File: config.mk
export PLATFORM = sky130hd
export DESIGN_NAME = eci_divider
export DESIGN_NICKNAME = d
export VERILOG_FILES = /design/src/rtl/eci_pkg.sv /design/src/rtl/eci_divider.sv
export SDC_FILE = /design/constraint.sdc
export NUM_CORES = 1
export LEC_CHECK = 0
export BUFFER_PORTS_ARGS = -buffer_cell sky130_fd_sc_hd__buf_2
export CORE_AREA = 3 3 289 262
export CTS_CLUSTER_DIAMETER = 40
export CTS_CLUSTER_SIZE = 12
export DETAILED_ROUTE_END_ITERATION = 8
export DIE_AREA = 0 0 292 265
export PLACE_DENSITY = 0.62
export SYNTH_ARGS = -nofsm -noshare
export SYNTH_HDL_FRONTEND = slang
export SYNTH_SLANG_ARGS = --single-unit
File: constraint.sdc
create_clock -name clk -period 3.4 [get_ports clk]
set_input_delay 0.68 -clock clk [delete_from_list [all_inputs] [get_ports clk]]
set_output_delay 0.68 -clock clk [all_outputs]
set_load 0.01 [all_outputs]
File: src/rtl/eci_pkg.sv
package eci_pkg;

    localparam int FRAC_BITS_DEF = 16;
    localparam int TIME_BITS_DEF = 16;

    // Curve mode codes
    typedef enum logic [3:0] {
        MODE_CIRC      = 4'd0,
        MODE_CIRC_IN   = 4'd1,
        MODE_CIRC_OUT  = 4'd2,
        MODE_LINEAR    = 4'd3,
        MODE_QUAD      = 4'd4,
        MODE_QUAD_IN   = 4'd5,
        MODE_QUAD_OUT  = 4'd6,
        MODE_CUBIC     = 4'd7,
        MODE_CUBIC_IN  = 4'd8,
        MODE_CUBIC_OUT = 4'd9
    } mode_t;

    // Register indexes
    localparam logic [1:0] REG_MODE  = 2'd0;
    localparam logic [1:0] REG_START = 2'd1;
    localparam logic [1:0] REG_CHG   = 2'd2;
    localparam logic [1:0] REG_DUR   = 2'd3;

endpackage

File: src/rtl/eci_divider.sv
// Pipelined restoring divider: quotient of (t << FB) / d, one bit a stage.
module eci_divider #(
    parameter int FB = 16,
    parameter int TB = 16
) (
    input  logic          clk,
    input  logic          rst_n,
    input  logic          in_valid,
    input  logic [TB-1:0] num,
    input  logic [TB-1:0] den,
    input  logic [3:0]    mode_in,
    input  logic          clamp_in,
    output logic          out_valid,
    output logic [FB:0]   quot,
    output logic [3:0]    mode_out,
    output logic          clamp_out
);
    import eci_pkg::*;

    // t <= d, so the quotient fits in FB+1 bits: one stage per quotient bit
    localparam int NS = FB + 1;

    logic          vld_reg  [NS+1];
    logic [TB:0]   rem_reg  [NS+1];
    logic [FB:0]   q_reg    [NS+1];
    logic [TB-1:0] d_reg    [NS+1];
    logic [3:0]    m_reg    [NS+1];
    logic          c_reg    [NS+1];

    always_ff @(posedge clk or negedge rst_n)
    begin
        if (!rst_n)
        begin
            for (int i = 0; i <= NS; i++)
            begin
                vld_reg[i] <= 1'b0;
            end
        end
        else
        begin
            vld_reg[0] <= in_valid;
            for (int i = 1; i <= NS; i++)
            begin
                vld_reg[i] <= vld_reg[i-1];
            end
        end
    end

    // Entry: remainder holds t, quotient cleared
    always_ff @(posedge clk)
    begin
        rem_reg[0] <= {1'b0, num};
        q_reg[0]   <= '0;
        d_reg[0]   <= den;
        m_reg[0]   <= mode_in;
        c_reg[0]   <= clamp_in;
    end

    // Stage i yields quotient bit FB-i+1 .. first stage gives the integer bit
    for (genvar s = 1; s <= NS; s++)
    begin : g_stage
        logic [TB+1:0] trial;
        logic          ge;
        logic [TB:0]   rem_next;
        always_comb
        begin
            if (s == 1)
            begin
                trial = {1'b0, rem_reg[s-1]};
            end
            else
            begin
                trial = {rem_reg[s-1], 1'b0};
            end
            ge = trial >= {2'b00, d_reg[s-1]};
            rem_next = ge ? (TB+1)'(trial - {2'b00, d_reg[s-1]}) : trial[TB:0];
        end
        always_ff @(posedge clk)
        begin
            rem_reg[s] <= rem_next;
            q_reg[s]   <= {q_reg[s-1][FB-1:0], ge};
            d_reg[s]   <= d_reg[s-1];
            m_reg[s]   <= m_reg[s-1];
            c_reg[s]   <= c_reg[s-1];
        end
    end

    assign out_valid = vld_reg[NS];
    assign quot      = q_reg[NS];
    assign mode_out  = m_reg[NS];
    assign clamp_out = c_reg[NS];

endmodule

# Yosys cells after proc, flatten, opt, wreduce, memory -nomap -nowiden
# Memory sizes are Yosys's and may differ from the RTL's.
# Index checks and enable logic that the tools add are counted.
[word_totals] reg_bits=18 ramBits=990 in_bits=40 output_inout_bits=23 word_cells=74 memories=5
[classes] addsub=17 n_lt_le_gt_ge=17 n_mux=17
[memory_table] name="q_reg" words=18 width=17 read_ports=18 rd_ports_with_merged_regs=0 wr=18 line="eci_divider.sv:25" text="logic [FB:0] q_reg [NS+1];"
[memory_table] name="rem_reg" words=18 width=17 read_ports=17 rd_ports_with_merged_regs=0 wr=18 line="eci_divider.sv:24" text="logic [TB:0] rem_reg [NS+1];"
[memory_table] name="d_reg" words=18 width=16 read_ports=17 rd_ports_with_merged_regs=0 wr=18 line="eci_divider.sv:26" text="logic [TB-1:0] d_reg [NS+1];"
[memory_table] name="m_reg" words=18 width=4 read_ports=18 rd_ports_with_merged_regs=0 wr=18 line="eci_divider.sv:27" text="logic [3:0] m_reg [NS+1];"
[memory_table] name="c_reg" words=18 width=1 read_ports=18 rd_ports_with_merged_regs=0 wr=18 line="eci_divider.sv:28" text="logic c_reg [NS+1];"
[ops] cell="two-way mux 17 bit" count=17
[ops] cell="subtractor 17 x 16 -> 17 bit" count=17
[ops] cell="greater-or-equal comparator 18 x 16 -> 1 bit" count=16
[ops] cell="greater-or-equal comparator 17 x 16 -> 1 bit" count=1

# Depth between registers and ports, before layout
# An unclocked memory read counts as a cell.
[depth] depth_word=3 depth_mapped=13 depth_no_buf=11

# Worst setup path after synthesis
# Ideal clock, no wire load.
[synth_timing] path_kind="register to register" from="memory d_reg[8][2]" to="memory rem_reg[9][16] in the netlist's numbering" setup_time_ns=0.121 arrival_time_ns=2.309 required_time_ns=3.279 path_slack_ns=0.970 path_stages_with_launch=11 path_buffers=0 period_less_slack_ns=2.430 path_cell_list="dfxtp_1 > inv_1 > ha_1 > nor2b_1 > o31a_1 > o21a_1 > nor2_1 > o21a_1 > a21oi_1 > a221oi_1 > mux2_2"
[synth_lines] element="start: declaration" line="eci_divider.sv:26"
[synth_lines] element="end: declaration" line="eci_divider.sv:24"

==> results.toml <==
[logic_synthesis]
post_synthesis_instance_area_um2 = 32700
netlist_top_cells_count = "803 x sky130_fd_sc_hd__dfxtp_1, 344 x sky130_fd_sc_hd__inv_1, 287 x sky130_fd_sc_hd__a21oi_1, 271 x sky130_fd_sc_hd__ha_1, 254 x sky130_fd_sc_hd__nand2_1"
synth-seq-cells = 821
syn_avg_cell_area_um2 = 9.80
post_synthesis_async_set_or_reset_flop_share_pct = 2.19
synthMostInstantiatedCell = "sky130_fd_sc_hd__dfxtp_1"
synth.area.mux_share_pct = 2.20
synth.lib_cells_used.distinct = 70
synth_xor_xnor_area_share_pct = 4.90
dominant_combinational_cell_family_by_area_after_synthesis = "compound AO/OA/AOI/OAI gates"
synth_fp_nets = 3665
syn_inst = 3338
synthDominantAreaCellType = "sky130_fd_sc_hd__dfxtp_1"
synth_top_cells_by_area = "sky130_fd_sc_hd__dfxtp_1 49%, sky130_fd_sc_hd__ha_1 10%, sky130_fd_sc_hd__a21oi_1 4.4%"
synth_compound_area_share_pct = 15.7
portion_of_synthesized_cell_area_occupied_by_the_leading_cell_type_pct = 49.1
synth-warning-count = 0
synth_simple_gate_area_share_pct = 10.4
sequential_element_share_of_the_synthesized_area_pct = 50.5
postSynth.topFlopCell = "sky130_fd_sc_hd__dfxtp_1"
yosys.area_share.adder_pct = 11.3
synth-edff-count = 0

[clocking]
cts.sink_count = 821
cts_setup_buffers = 0
ctsLongestPathBuffers = 3
clk_transition_reported_paths_ns = 0.06
htree_levels = 3
worst_skew_late_latency_ns = 0.67
cts_repair_resize_count = 0
clock_tree.root_cell = "sky130_fd_sc_hd__clkbuf_16"
cts-buffers-inserted = 109
tritoncts = "yes"

[global_routing]
number_of_antenna_violations_at_the_first_check_in_global_routing = 0
global_route_wire_length_before_repair_um = 110000
grt_start_max_net_pins = 32
number_of_global_route_vias_before_repair = 21800
global_route.usage.total_pct = 17.2
grt-ovfl-total = 0

[die]
start_util_pct = 44.8
fp.dieW_um = 292
fp.dieArea_um2 = 77400
floorplan.die.height_um = 265
io-pin-count = 63
std_cell_rows = 94
design.core.area_um2 = 73000

[timing]
maxClockFrequency_mhz = 343
report.final.slew_viol_count = 0
timing.final.ws_setup_ns = 0.484
final.min_clock_period_ns = 2.92
hold_vio_cnt_final = 0
timing.clock.skew_ns = 0.0424
rsz0062_at_grt = "no"
fin_tns_setup_ns = 0
maxSlewHeadroom_pct = 42.9
final_min_period_over_clock_period_pct = 85.8
setup_violations = 0
worst-slew-pin-transition_ns = 0.856

[drt]
postRouteWirelength_um = 65900
routed_wire_length_per_instance_um = 14.6
route.antenna.remaining_nets = 0
first_iter_violations = 1114
remaining_drc_errors = 0
viasPerCell = 4.96
vias = 22400
drt_first_pass_iters = 5

[worst_hold_path]
holdPathEnd = "rem_reg[0][4]$_DFF_P_"
hold_path_class = "primary input to flop"
hold_start = "num[4]"
hold_depth = 1

[place]
buffer_ports.inserted = 62
gp_routability_congestion = 0.863
placement.setup.worst_slack_ns = 0.534
hpwl_um = 49600

[worst_setup_path]
timing.reg2reg.setup_slack_ns = 0.48
worst_path_dominant_cell_family = "compound AO/OA/AOI/OAI gates"
worstReg2RegEnd = "rem_reg[2][1]$_DFF_P_"
arrival_ns = 3.51
rr_startpoint = "rem_reg[1][0]$_DFF_P_"
worstPathCellList = "inv_1, fa_1, nor2b_1, o31a_1, o21ai_1, nand2_1, a31o_2, a311o_1, buf_4, nor2_1, a21oi_1"
slowest_stage_cell_on_the_critical_path = "sky130_fd_sc_hd__a311o_1"
worstSetupPathType = "flop to flop"
stage_delay_of_the_slowest_cell_on_the_critical_path_ns = 0.73
start_kind = "flop"
endpoint_kind = "flop"
critPathBufInv = 2
worst-path-max-fanout = 23
cells_on_worst_reg2reg_path = 11
worst-endpoint-required_ns = 3.99

[power]
swShare_pct = 35.5
vdd_drop_max_uv = 560
share_comb_of_total_power_pct = 38.0
switchingPower_mw = 14.5
pwr_density_cell_nw_per_um2 = 1080
internal_power_mw = 26.4
p_leak_nw = 17.3
p_seq_share_pct = 34.0
power_frac_clock_pct = 28.0

[final_layout]
antenna_cells = 0
area_delta_synth_final_pct = 15.8
nNetsFinal = 3809
post_route_cells_drive_above_1_share_pct = 10.0
largest_reg_flops = 288

[outcome]
result_of_the_run = "finished clean"

[run]
max_cap_viol_count = 0
[power by group through the flow]
stage / combinational (mW) / sequential (mW) / clock, mW
2_1_floorplan: 12.4 / 13.4 / 0
3_3_place_gp: 15.3 / 14.1 / 0
3_5_place_dp: 15.4 / 14.1 / 0
4_1_cts: 15.5 / 13.9 / 11.7
5_1_grt: 17.7 / 14.2 / 12.2
6_report: 15.5 / 13.9 / 11.4
[through the flow]
step	total power, mW	hold slack (ns)	area [um^2]	util, %	instances
detailed placement	29.5	0.312	34100	46.7	4330
CTS	41.2	0.0693	37900	51.9	4523
finish	40.9	0.105	37900	51.9	4523
floorplan	25.8	0.310	32700	-	3338
global placement	29.4	0.310	34100	46.7	4330
global route	44.0	0.0720	37900	51.9	4523
[cell usage in the layout, fill, tap and decap left out, drive strengths merged, types with 89 or more instances in the layout]
| master | n |
|---|---|
| nand2 | 255 |
| dfxtp | 803 |
| clkbuf | 124 |
| buf | 89 |
| a21oi | 291 |
| o21ai | 245 |
| nor2 | 222 |
| inv | 370 |
| ha | 271 |
| xor2 | 99 |
[cell type report]
class                      count  area [um^2]
fill                        6642        35100
sequential                   821        16500
multi-input combinational   2116        14600
clock buffer                 124         2870
inverter                     344         1290
tap                          960         1200
clock inverter                68          887
timing repair buffer          90          536
[how the worst max path moves through the flow]
| stage | from | to | slack [ns] | cells past startpoint |
|---|---|---|---|---|
| final | rem_reg[1][0]$_DFF_P_ | rem_reg[2][1]$_DFF_P_ | 0.48 | 11 |
| after global routing | rem_reg[1][0]$_DFF_P_ | rem_reg[2][1]$_DFF_P_ | 0.17 | 11 |
| after CTS | rem_reg[1][0]$_DFF_P_ | rem_reg[2][1]$_DFF_P_ | 0.48 | 11 |
| after detailed placement | d_reg[1][2]$_DFF_P_ | rem_reg[2][16]$_DFF_P_ | 0.53 | 10 |
| after global placement | d_reg[1][11]$_DFF_P_ | rem_reg[2][16]$_DFF_P_ | 0.54 | 10 |
| after floorplan | d_reg[8][2]$_DFF_P_ | rem_reg[9][16]$_DFF_P_ | 0.97 | 10 |
[what timing repair did]
action                                  in CTS  in global routing
hold buffers                                 1                  0
hold endpoints to repair                    18                  0
endpoints found under the setup margin       0                  0
[metal layers]
metal	GRT usage (%)	share of wire (%)
met3	3.12	4.2
met2	28.5	46
met5	0	0
met4	6.01	3.0
met1	22.6	47
[kinds of logic (layout without fill, tap and decap cells)]
family | after synthesis | count (layout)
AOI/OAI and AO/OA | 849 | 849
xor gates and xnor gates | 183 | 183
adders and majority gates | 287 | 287
buffers and inverters | 401 | 626
DFF | 821 | 821
muxes | 59 | 59
and+or+nand+nor | 738 | 738
No activity file was read; power rests on OpenSTA's default activity.
