[config.mk]
export PLATFORM = sky130hd
export DESIGN_NAME = eci_curve
export DESIGN_NICKNAME = d
export VERILOG_FILES = /design/src/rtl/eci_pkg.sv /design/src/rtl/eci_sqrt.sv /design/src/rtl/eci_curve.sv
export SDC_FILE = /design/constraint.sdc
export NUM_CORES = 2
export LEC_CHECK = 0
export BUFFER_PORTS_ARGS = -buffer_cell sky130_fd_sc_hd__buf_2
export CAP_MARGIN = 10
export CORE_MARGIN = 1
export CORE_UTILIZATION = 50
export CTS_BUF_LIST = sky130_fd_sc_hd__clkbuf_16
export CTS_CLUSTER_DIAMETER = 200
export DETAILED_ROUTE_END_ITERATION = 6
export MAX_ROUTING_LAYER = met4
export PLACE_DENSITY = 0.7
export SKIP_LAST_GASP = 1
export SYNTH_ARGS = -nofsm -noshare
export SYNTH_HDL_FRONTEND = slang
export SYNTH_SLANG_ARGS = --single-unit
[constraint.sdc]
create_clock -name clk -period 10.3 [get_ports clk]
set_input_delay 0.515 -clock clk [delete_from_list [all_inputs] [get_ports clk]]
set_output_delay 0.515 -clock clk [all_outputs]
set_load 0.02 [all_outputs]
[src/rtl/eci_pkg.sv]
package eci_pkg;

    localparam int FRAC_BITS_DEF = 16;
    localparam int TIME_BITS_DEF = 16;

    // Curve mode codes
    typedef enum logic [3:0] {
        MODE_CIRC      = 4'd0,
        MODE_CIRC_IN   = 4'd1,
        MODE_CIRC_OUT  = 4'd2,
        MODE_LINEAR    = 4'd3,
        MODE_QUAD      = 4'd4,
        MODE_QUAD_IN   = 4'd5,
        MODE_QUAD_OUT  = 4'd6,
        MODE_CUBIC     = 4'd7,
        MODE_CUBIC_IN  = 4'd8,
        MODE_CUBIC_OUT = 4'd9
    } mode_t;

    // Register indexes
    localparam logic [1:0] REG_MODE  = 2'd0;
    localparam logic [1:0] REG_START = 2'd1;
    localparam logic [1:0] REG_CHG   = 2'd2;
    localparam logic [1:0] REG_DUR   = 2'd3;

endpackage

[src/rtl/eci_sqrt.sv]
// Pipelined integer square root of a 2*(FB+1) bit value, one result bit a stage.
module eci_sqrt #(
    parameter int FB = 16,
    parameter int SB = 16
) (
    input  logic            clk,
    input  logic            rst_n,
    input  logic [2*FB+1:0] rad,
    input  logic [SB-1:0]   side_in,
    input  logic            in_valid,
    output logic [FB:0]     root,
    output logic [SB-1:0]   side_out,
    output logic            out_valid
);
    import eci_pkg::*;

    localparam int NS = FB + 1;
    localparam int RW = 2 * FB + 2;

    logic          vld_reg [NS+1];
    logic [RW-1:0] x_reg   [NS+1];
    logic [FB:0]   r_reg   [NS+1];
    logic [RW+1:0] rem_reg [NS+1];
    logic [SB-1:0] s_reg   [NS+1];

    always_ff @(posedge clk or negedge rst_n)
    begin
        if (!rst_n)
        begin
            for (int i = 0; i <= NS; i++)
            begin
                vld_reg[i] <= 1'b0;
            end
        end
        else
        begin
            vld_reg[0] <= in_valid;
            for (int i = 1; i <= NS; i++)
            begin
                vld_reg[i] <= vld_reg[i-1];
            end
        end
    end

    always_ff @(posedge clk)
    begin
        x_reg[0]   <= rad;
        r_reg[0]   <= '0;
        rem_reg[0] <= '0;
        s_reg[0]   <= side_in;
    end

    // Digit-by-digit: bring down two bits, trial subtract 4r+1
    for (genvar k = 1; k <= NS; k++)
    begin : g_stage
        logic [RW+1:0] cur;
        logic [RW+1:0] trial;
        logic          ge;
        always_comb
        begin
            cur   = {rem_reg[k-1][RW-1:0], x_reg[k-1][RW-1:RW-2]};
            trial = {{(RW-FB-1){1'b0}}, r_reg[k-1], 2'b01};
            ge    = cur >= trial;
        end
        always_ff @(posedge clk)
        begin
            rem_reg[k] <= ge ? (cur - trial) : cur;
            r_reg[k]   <= {r_reg[k-1][FB-1:0], ge};
            x_reg[k]   <= {x_reg[k-1][RW-3:0], 2'b00};
            s_reg[k]   <= s_reg[k-1];
        end
    end

    assign root      = r_reg[NS];
    assign side_out  = s_reg[NS];
    assign out_valid = vld_reg[NS];

endmodule

[src/rtl/eci_curve.sv]
// Ease factor from the time fraction: squares, cubes and circular roots.
module eci_curve #(
    parameter int FB = 16
) (
    input  logic        clk,
    input  logic        rst_n,
    input  logic        in_valid,
    input  logic [FB:0] u,
    input  logic [3:0]  mode_in,
    input  logic        clamp_in,
    output logic        out_valid,
    output logic [FB:0] factor,
    output logic        clamp_out
);
    import eci_pkg::*;

    localparam logic [FB:0] ONE  = (FB+1)'(1) << FB;
    localparam logic [FB:0] HALF = (FB+1)'(1) << (FB - 1);
    localparam int          PW   = 2 * FB + 2;

    // Stage A: pick the operand and square it
    logic [FB:0] v_c, w_c, x_c;
    logic        low_c;
    logic        va_reg, ca_reg, la_reg;
    logic [3:0]  ma_reg;
    logic [FB:0] xa_reg, ua_reg;
    logic [PW-1:0] sq_reg;

    always_comb
    begin
        v_c   = ONE - u;
        low_c = u < HALF;
        w_c   = low_c ? {u[FB-1:0], 1'b0} : {v_c[FB-1:0], 1'b0};
        case (mode_in)
            MODE_CIRC, MODE_QUAD, MODE_CUBIC: x_c = w_c;
            MODE_CIRC_IN, MODE_QUAD_IN, MODE_CUBIC_IN: x_c = u;
            MODE_CIRC_OUT, MODE_QUAD_OUT, MODE_CUBIC_OUT: x_c = v_c;
            default: x_c = u;
        endcase
    end

    always_ff @(posedge clk or negedge rst_n)
    begin
        if (!rst_n)
        begin
            va_reg <= 1'b0;
        end
        else
        begin
            va_reg <= in_valid;
        end
    end

    always_ff @(posedge clk)
    begin
        sq_reg <= PW'(x_c) * PW'(x_c);
        xa_reg <= x_c;
        ua_reg <= u;
        ma_reg <= mode_in;
        ca_reg <= clamp_in;
        la_reg <= low_c;
    end

    // Stage B: rounded square, cube product, root radicand
    logic [FB+1:0] qs_c;
    logic          vb_reg, cb_reg, lb_reg;
    logic [3:0]    mb_reg;
    logic [FB:0]   ub_reg;
    logic [PW-1:0] sqb_reg;
    logic [PW-1:0] cube_reg;
    logic [PW-1:0] rad_reg;

    assign qs_c = (FB+2)'((sq_reg + PW'(HALF)) >> FB);

    always_ff @(posedge clk or negedge rst_n)
    begin
        if (!rst_n)
        begin
            vb_reg <= 1'b0;
        end
        else
        begin
            vb_reg <= va_reg;
        end
    end

    always_ff @(posedge clk)
    begin
        sqb_reg  <= sq_reg;
        cube_reg <= PW'(qs_c[FB:0]) * PW'(xa_reg);
        rad_reg  <= PW'(PW'(ONE) * PW'(ONE) - sq_reg);
        ub_reg   <= ua_reg;
        mb_reg   <= ma_reg;
        cb_reg   <= ca_reg;
        lb_reg   <= la_reg;
    end

    // Stage C: non-circular factor; circular root runs alongside
    logic [FB:0] poly_c;
    logic [FB:0] qsq_c, qcu_c, gq_c, gc_c;
    always_comb
    begin
        qsq_c = (FB+1)'((sqb_reg + PW'(HALF)) >> FB);
        qcu_c = (FB+1)'((cube_reg + PW'(HALF)) >> FB);
        gq_c  = (FB+1)'((sqb_reg + PW'(ONE)) >> (FB + 1));
        gc_c  = (FB+1)'((cube_reg + PW'(ONE)) >> (FB + 1));
        case (mb_reg)
            MODE_QUAD:      poly_c = lb_reg ? gq_c : ONE - gq_c;
            MODE_QUAD_IN:   poly_c = qsq_c;
            MODE_QUAD_OUT:  poly_c = ONE - qsq_c;
            MODE_CUBIC:     poly_c = lb_reg ? gc_c : ONE - gc_c;
            MODE_CUBIC_IN:  poly_c = qcu_c;
            MODE_CUBIC_OUT: poly_c = ONE - qcu_c;
            default:        poly_c = ub_reg;
        endcase
    end

    // Side data carried through the root pipe: poly factor, mode, clamp, lower
    localparam int SBW = FB + 1 + 4 + 2;
    logic [SBW-1:0] side_o;
    logic [FB:0]    root_o;
    logic           rv_o;

    eci_sqrt #(.FB(FB), .SB(SBW)) u_sqrt (
        .clk      (clk),
        .rst_n    (rst_n),
        .rad      (rad_reg),
        .side_in  ({poly_c, mb_reg, cb_reg, lb_reg}),
        .in_valid (vb_reg),
        .root     (root_o),
        .side_out (side_o),
        .out_valid(rv_o)
    );

    logic [FB:0] pf_o;
    logic [3:0]  m_o;
    logic        l_o;
    logic [FB+1:0] sum_lo, sum_hi;
    logic [FB:0] f_c;
    logic        fv_reg, fc_reg;
    logic [FB:0] f_reg;

    always_comb
    begin
        pf_o   = side_o[SBW-1:6];
        m_o    = side_o[5:2];
        l_o    = side_o[0];
        sum_lo = (FB+2)'(ONE) - (FB+2)'(root_o);
        sum_hi = (FB+2)'(ONE) + (FB+2)'(root_o);
        case (m_o)
            MODE_CIRC:     f_c = l_o ? sum_lo[FB+1:1] : sum_hi[FB+1:1];
            MODE_CIRC_IN:  f_c = ONE - root_o;
            MODE_CIRC_OUT: f_c = root_o;
            default:       f_c = pf_o;
        endcase
    end

    always_ff @(posedge clk or negedge rst_n)
    begin
        if (!rst_n)
        begin
            fv_reg <= 1'b0;
        end
        else
        begin
            fv_reg <= rv_o;
        end
    end

    always_ff @(posedge clk)
    begin
        f_reg  <= f_c;
        fc_reg <= side_o[1];
    end

    assign out_valid = fv_reg;
    assign factor    = f_reg;
    assign clamp_out = fc_reg;

endmodule

[After elaboration in Yosys (flattened, before gate mapping)]
Memories as Yosys holds them, arrays and structs flattened.
Index checks and enable logic that the tools add are counted.
W data, S select, Z words.
Word-level totals
  register bits: 238
  RAM bits: 1980
  input port bits: 25
  logic and storage cells: 132
  memories kept: 4
Operators by class
  add/subtract/negate cells: 31
  $mul: 2
  order comparisons: 18
  eq/ne operators: 13
  mux-type cells: 24
  reduce and logical (&&, ||, !) cells: 4
Memories
  u_sqrt.rem_reg: depth 18, width 36, read ports 17, clocked after Yosys merged registers in 0, write ports 18, RTL line eci_sqrt.sv:23  | logic [RW+1:0] rem_reg [NS+1];
  u_sqrt.x_reg: depth 18, width 34, read ports 17, clocked after Yosys merged registers in 0, write ports 18, RTL line eci_sqrt.sv:21  | logic [RW-1:0] x_reg [NS+1];
  u_sqrt.s_reg: depth 18, width 23, read ports 18, clocked after Yosys merged registers in 0, write ports 18, RTL line eci_sqrt.sv:24  | logic [SB-1:0] s_reg [NS+1];
  u_sqrt.r_reg: depth 18, width 17, read ports 18, clocked after Yosys merged registers in 0, write ports 18, RTL line eci_sqrt.sv:22  | logic [FB:0] r_reg [NS+1];
Operators by type and width (number)
  $ge A36 B19 Y1: 17
  $mux W36: 17
  $sub A36 B19 Y36: 17
  $pmux W17 S6: 1
  $sub A17 B17 Y17 const A: 6
  $add A33 B16 Y33 const B: 3
  $add A34 B17 Y34 const B: 2
  $mul A17 B17 Y34: 2
  $mux W17: 4
  $pmux W17 S3: 1
  $pmux W17 S2: 1
  $sub A33 B34 Y34 const A: 1
  $eq A4 B3 Y1 const B: 7
  $add A17 B17 Y18 const A: 1
  $sub A17 B17 Y18 const A: 1
  $lt A17 B16 Y1 const B: 1
  $eq A4 B4 Y1 const B: 3
  $eq A4 B2 Y1 const B: 2
  $logic_not A4 Y1: 2
  $reduce_or A3 Y1: 2
  $eq A4 B1 Y1 const B: 1

[Depth between registers and ports, before layout]
  word-level depth: 4
  depth in mapped cells: 33
  mapped depth without buffers: 31

[By module]
Synthesis repeated with hierarchy kept, for this count alone.
Unflattened totals
  cell total of the unflattened synthesis: 6869
  area, all modules: 69684.3 um^2
Modules (own cells, without submodules)
  eci_sqrt: instances 1, cells an instance 3755, area an instance 43031.3 um^2, sequential area each 27796.7 um^2
  eci_curve: instances 1, cells an instance 3114, area an instance 26653.1 um^2, sequential area each 3758.6 um^2

[Worst setup path before layout]
No wires, ideal clock.
  kind: input to register
  from: input u[1]
  to: register sq_reg[30]
  data arrival time: 7991 ps
  data required time: 10228 ps
  slack: 2237 ps
  stages on the path: 30
  buffers on the path: 1
  cell sequence: inv_1 -> ha_1 -> or4b_1 -> or3_1 -> or4_1 -> nand2_1 -> xor2_1 -> o22a_1 -> inv_1 -> clkbuf_1 -> nand2_1 -> fa_1 -> fa_1 -> fa_1 -> inv_1 -> fa_1 -> fa_1 -> inv_1 -> fa_1 -> inv_1 -> ha_1 -> a21o_1 -> a221oi_1 -> o21ai_0 -> a21bo_2 -> a41oi_1 -> o21ai_0 -> a21o_1 -> a21oi_1 -> xnor2_1
On the way
  cells in the longest elaborated chain, start to end: 4
  elaborated cells between the ends (all ways): 5
Ends and longest elaborated chain
  start: declaration: RTL line eci_curve.sv:8  | input logic [FB:0] u,
  $sub A17 B17 Y17 / $lt A17 B16 Y1 (equally long branches): RTL line eci_curve.sv:31, eci_curve.sv:32
  $mux W17: RTL line eci_curve.sv:33  | w_c = low_c ? {u[FB-1:0], 1'b0} : {v_c[FB-1:0], 1'b0};
  $pmux W17 S2 *: RTL line eci_curve.sv:34  | case (mode_in)
  via x_c[13]: RTL line eci_curve.sv:22  | logic [FB:0] v_c, w_c, x_c;
  $mul A17 B17 Y34 *: RTL line eci_curve.sv:56  | sq_reg <= PW'(x_c) * PW'(x_c);
  end signal: assignment: RTL line eci_curve.sv:56
  end: declaration: RTL line eci_curve.sv:27  | logic [PW-1:0] sq_reg;
The timed path passes the listed nets; every way through them passes the cells marked *.

[Final worst setup path]
  from: input u[1]
  to: register sq_reg[30]
On the way
  cells in the longest elaborated chain, start to end: 4
  elaborated cells between the ends (all ways): 5
Ends and longest elaborated chain (RTL line)
  $sub A17 B17 Y17 / $lt A17 B16 Y1 (equally long branches): eci_curve.sv:31, eci_curve.sv:32
  $mux W17: eci_curve.sv:33
  $pmux W17 S2 *: eci_curve.sv:34
  $mul A17 B17 Y34 *: eci_curve.sv:56
Every way passes the cells marked *; elsewhere a longest branch is shown, timed or not.

==> Flow_metrics.wiki <==
{| class="wikitable"
! Metric !! Value
|-
| Routed Antenna Nets || 0
|-
| Sum of negative setup slack || 0 ns
|-
| Initial Utilization || 50.63%
|-
| Maximum number of pins on one net before global-route repair || 41
|-
| Period Utilization, post-route || 85.04%
|-
| First-pass GRT wire length || 235.0 mm
|-
| Area growth, synth to finish || 10.87%
|-
| Flip-flop count of the largest register after layout || 493
|-
| Number of detailed-route iterations in the first pass || 5
|-
| Die Wd || 373.3 um
|-
| Number of failing hold endpoints at the final stage || 0
|-
| Deepest clock path buffer count || 3
|-
| Footprint of the multi-input gates || 34140 um^2
|-
| Sinks on the clock net || 1554
|-
| Worst-skew pair later-pin latency || 0.78 ns
|-
| Total Routing Usage GR || 21.40%
|-
| Via count of the routed design || 45403
|-
| Final number of max-transition violations || 0
|-
| Leading register cell type out of synthesis || dfxtp_1
|-
| Floorplan row count || 135
|-
| Critical path's largest stage delay || 0.53 ns
|-
| DPL Wire Length || 108.5 mm
|-
| Highest fanout seen on the critical path || 12
|-
| CTS buffer count || 153
|-
| Outcome || completed
|-
| Num ports || 44
|-
| Mean instance size in the synthesized netlist || 10.17 um^2
|-
| Number of warnings reported in the yosys synthesis log || 0
|-
| Time the final worst path needs with I/O delays and setup || 8.759 ns
|-
| Register bit count reported by yosys || 1554
|-
| Count of flip-flops with a built-in enable after synthesis || 0
|-
| Post-CTS setup buffer count || 0
|-
| Fin Clk Skew || 0.03722 ns
|-
| Share of synthesized registers carrying an async set or reset || 1.351%
|-
| Number of cells produced by synthesis || 6781
|-
| FILL cells || 11501
|-
| Number of antenna cells inserted || 0
|-
| Dominant cell type by count on the critical path || inv_1
|-
| Number of port buffers || 43
|-
| Number of DRC markers in iteration 0 || 2775
|-
| Max-cap violations || 0
|-
| Slowest-stage cell, CP || dlygate4sd3_1
|-
| Total area of sequential cells || 31210 um^2
|-
| Sort of element at the end of the critical path || flip-flop
|-
| Setup repair after global routing missed its margin || false
|-
| Maximum level of the CTS H-tree || 4
|-
| Synth top area share || 44.52%
|-
| Number of antenna violations at the first check in global routing || 0
|-
| Clock-pin slew on the worst setup and hold paths || 0.06 ns
|-
| TritonCTS clock tree || built
|-
| FMAX || 114.2 MHz
|-
| Nets || 7701
|-
| Largest area contributor in the netlist || dfxtp_1
|-
| Arrival time at the worst endpoint || 9.46 ns
|-
| Number of library cell types mapped by synthesis || 104
|-
| Crit path kind || input port to flip-flop
|-
| Buffer cell driving the clock tree root || clkbuf_16
|-
| WP data required || 11.01 ns
|-
| Ratio of cells with drive above 1 in the final layout || 5.850%
|-
| Die height || 373.3 um
|-
| Setup violators final || 0
|-
| Core footprint || 136100 um^2
|-
| Slew at the pin with the worst max-slew slack || 1.275 ns
|-
| WL per Instance || 16.30 um
|-
| FF-to-FF setup slack || 1.79 ns
|-
| Final wirelength || 143.0 mm
|-
| Sequential share of the synthesized area || 45.29%
|-
| Startpoint types || input port
|-
| Synth top cells by count || dfxtp_1, inv_1, nand2_1, fa_1, nor2_1
|-
| Most area-consuming cells after synthesis || dfxtp_1, fa_1, ha_1
|-
| Post-detailed-route DRC marker count || 0
|-
| Class of the worst hold path || input port to asynchronous set/reset pin
|-
| Most common cell in the synthesized netlist || dfxtp_1
|-
| Slew HR || 14.60%
|-
| Vias in the first global route || 46036
|-
| GP Congestion || 0.9204
|-
| Full die area || 139300 um^2
|-
| Via-per-instance ratio || 5.175
|-
| GR Overflow Total || 0
|-
| Post-synthesis net count || 7611
|-
| Cell area after technology mapping || 68930 um^2
|}
## critical path: cells and delay by family
family	cells	cell delay, ns
AO/OA/AOI/OAI	8	1.88
AND/OR/NAND/NOR	6	1.82
XOR/XNOR	2	0.27
adder cells (fa/ha/maj)	8	3.61
buffers and inverters	9	1.35
## cell type report
class / count / share of cell area (%)
well taps: 1781 / 2.916
flip-flops and latches: 1554 / 40.84
multi-input cells: 4256 / 44.67
repair buffers: 117 / 1.081
clock inverters: 121 / 1.544
clock buffers: 155 / 5.075
inverters: 789 / 3.875
## cells in the final DEF, fill, tap and decap left out, types with 44 or more instances in the layout
cell type and n:
a21o_1 51, a21oi_1 183, and2_1 105, buf_2 44, buf_4 47, clkbuf_16 155, dfxtp_1 1533, fa_1 412
ha_1 393, inv_1 801, nand2_1 645, nand2b_1 59, nand3_1 114, nand4_1 59, nor2_1 405, nor2b_1 48
nor3_1 179, nor4_1 97, o21a_1 66, o21ai_0 211, or3_1 72, xnor2_1 350, xor2_1 264
## metal layers
| metal | share of wire (%) | global-route usage, % | wire [um] | vias up |
|---|---|---|---|---|
| li1 | - | - | - | 22365 |
| met1 | 44 | 26.41 | 62800 | 21689 |
| met2 | 48 | 35.31 | 68340 | 1063 |
| met3 | 5.0 | 3.558 | 7097 | 286 |
| met4 | 3.4 | 7.741 | 4800 | 0 |
| met5 | 0 | - | 0 | - |
## stage by stage
step	hold slack [ns]	setup WS [ns]	std cells	utilization [%]	area [um^2]
after global placement	0.3095	1.463	8470	52.23	71110
after floorplan	0.2194	2.237	6781	-	68930
after detailed placement	0.3121	1.328	8470	52.23	71110
final	0.2228	1.541	8773	56.14	76420
after CTS	0.1703	1.556	8770	56.12	76410
after global routing	0.2143	0.9568	8773	56.14	76420
## kinds of logic after synthesis
logic type / share of synthesized area, %
simple gates: 14.35
flops: 45.29
buf+inv: 5.371
fa+ha+maj: 19.10
compound gates: 7.350
xor+xnor: 7.941
mux: 0.5936
other cells: 0.005440
## worst paths after layout
path,endpoint,cells past startpoint,startpoint
worst max-delay path,sq_reg[30],33,u[1]
worst min-delay path,out_valid,2,rst_n
worst max register to register,cube_reg[33],27,sq_reg[19]
worst min register to register,u_sqrt.x_reg[1][31],0,u_sqrt.x_reg[0][29]
max in group asynchronous,u_sqrt.vld_reg[10],2,rst_n
min in group clk,u_sqrt.x_reg[1][31],0,u_sqrt.x_reg[0][29]
## what timing repair did
| action | in CTS | in global routing |
|---|---|---|
| endpoints found under the hold margin | 44 | 0 |
| resized for setup | 0 | 0 |
| hold buffers | 24 | 0 |
Power is left out: the tool's default activity adds up to more than one toggle a clock period on the data nets, which glitch-free logic cannot reach.
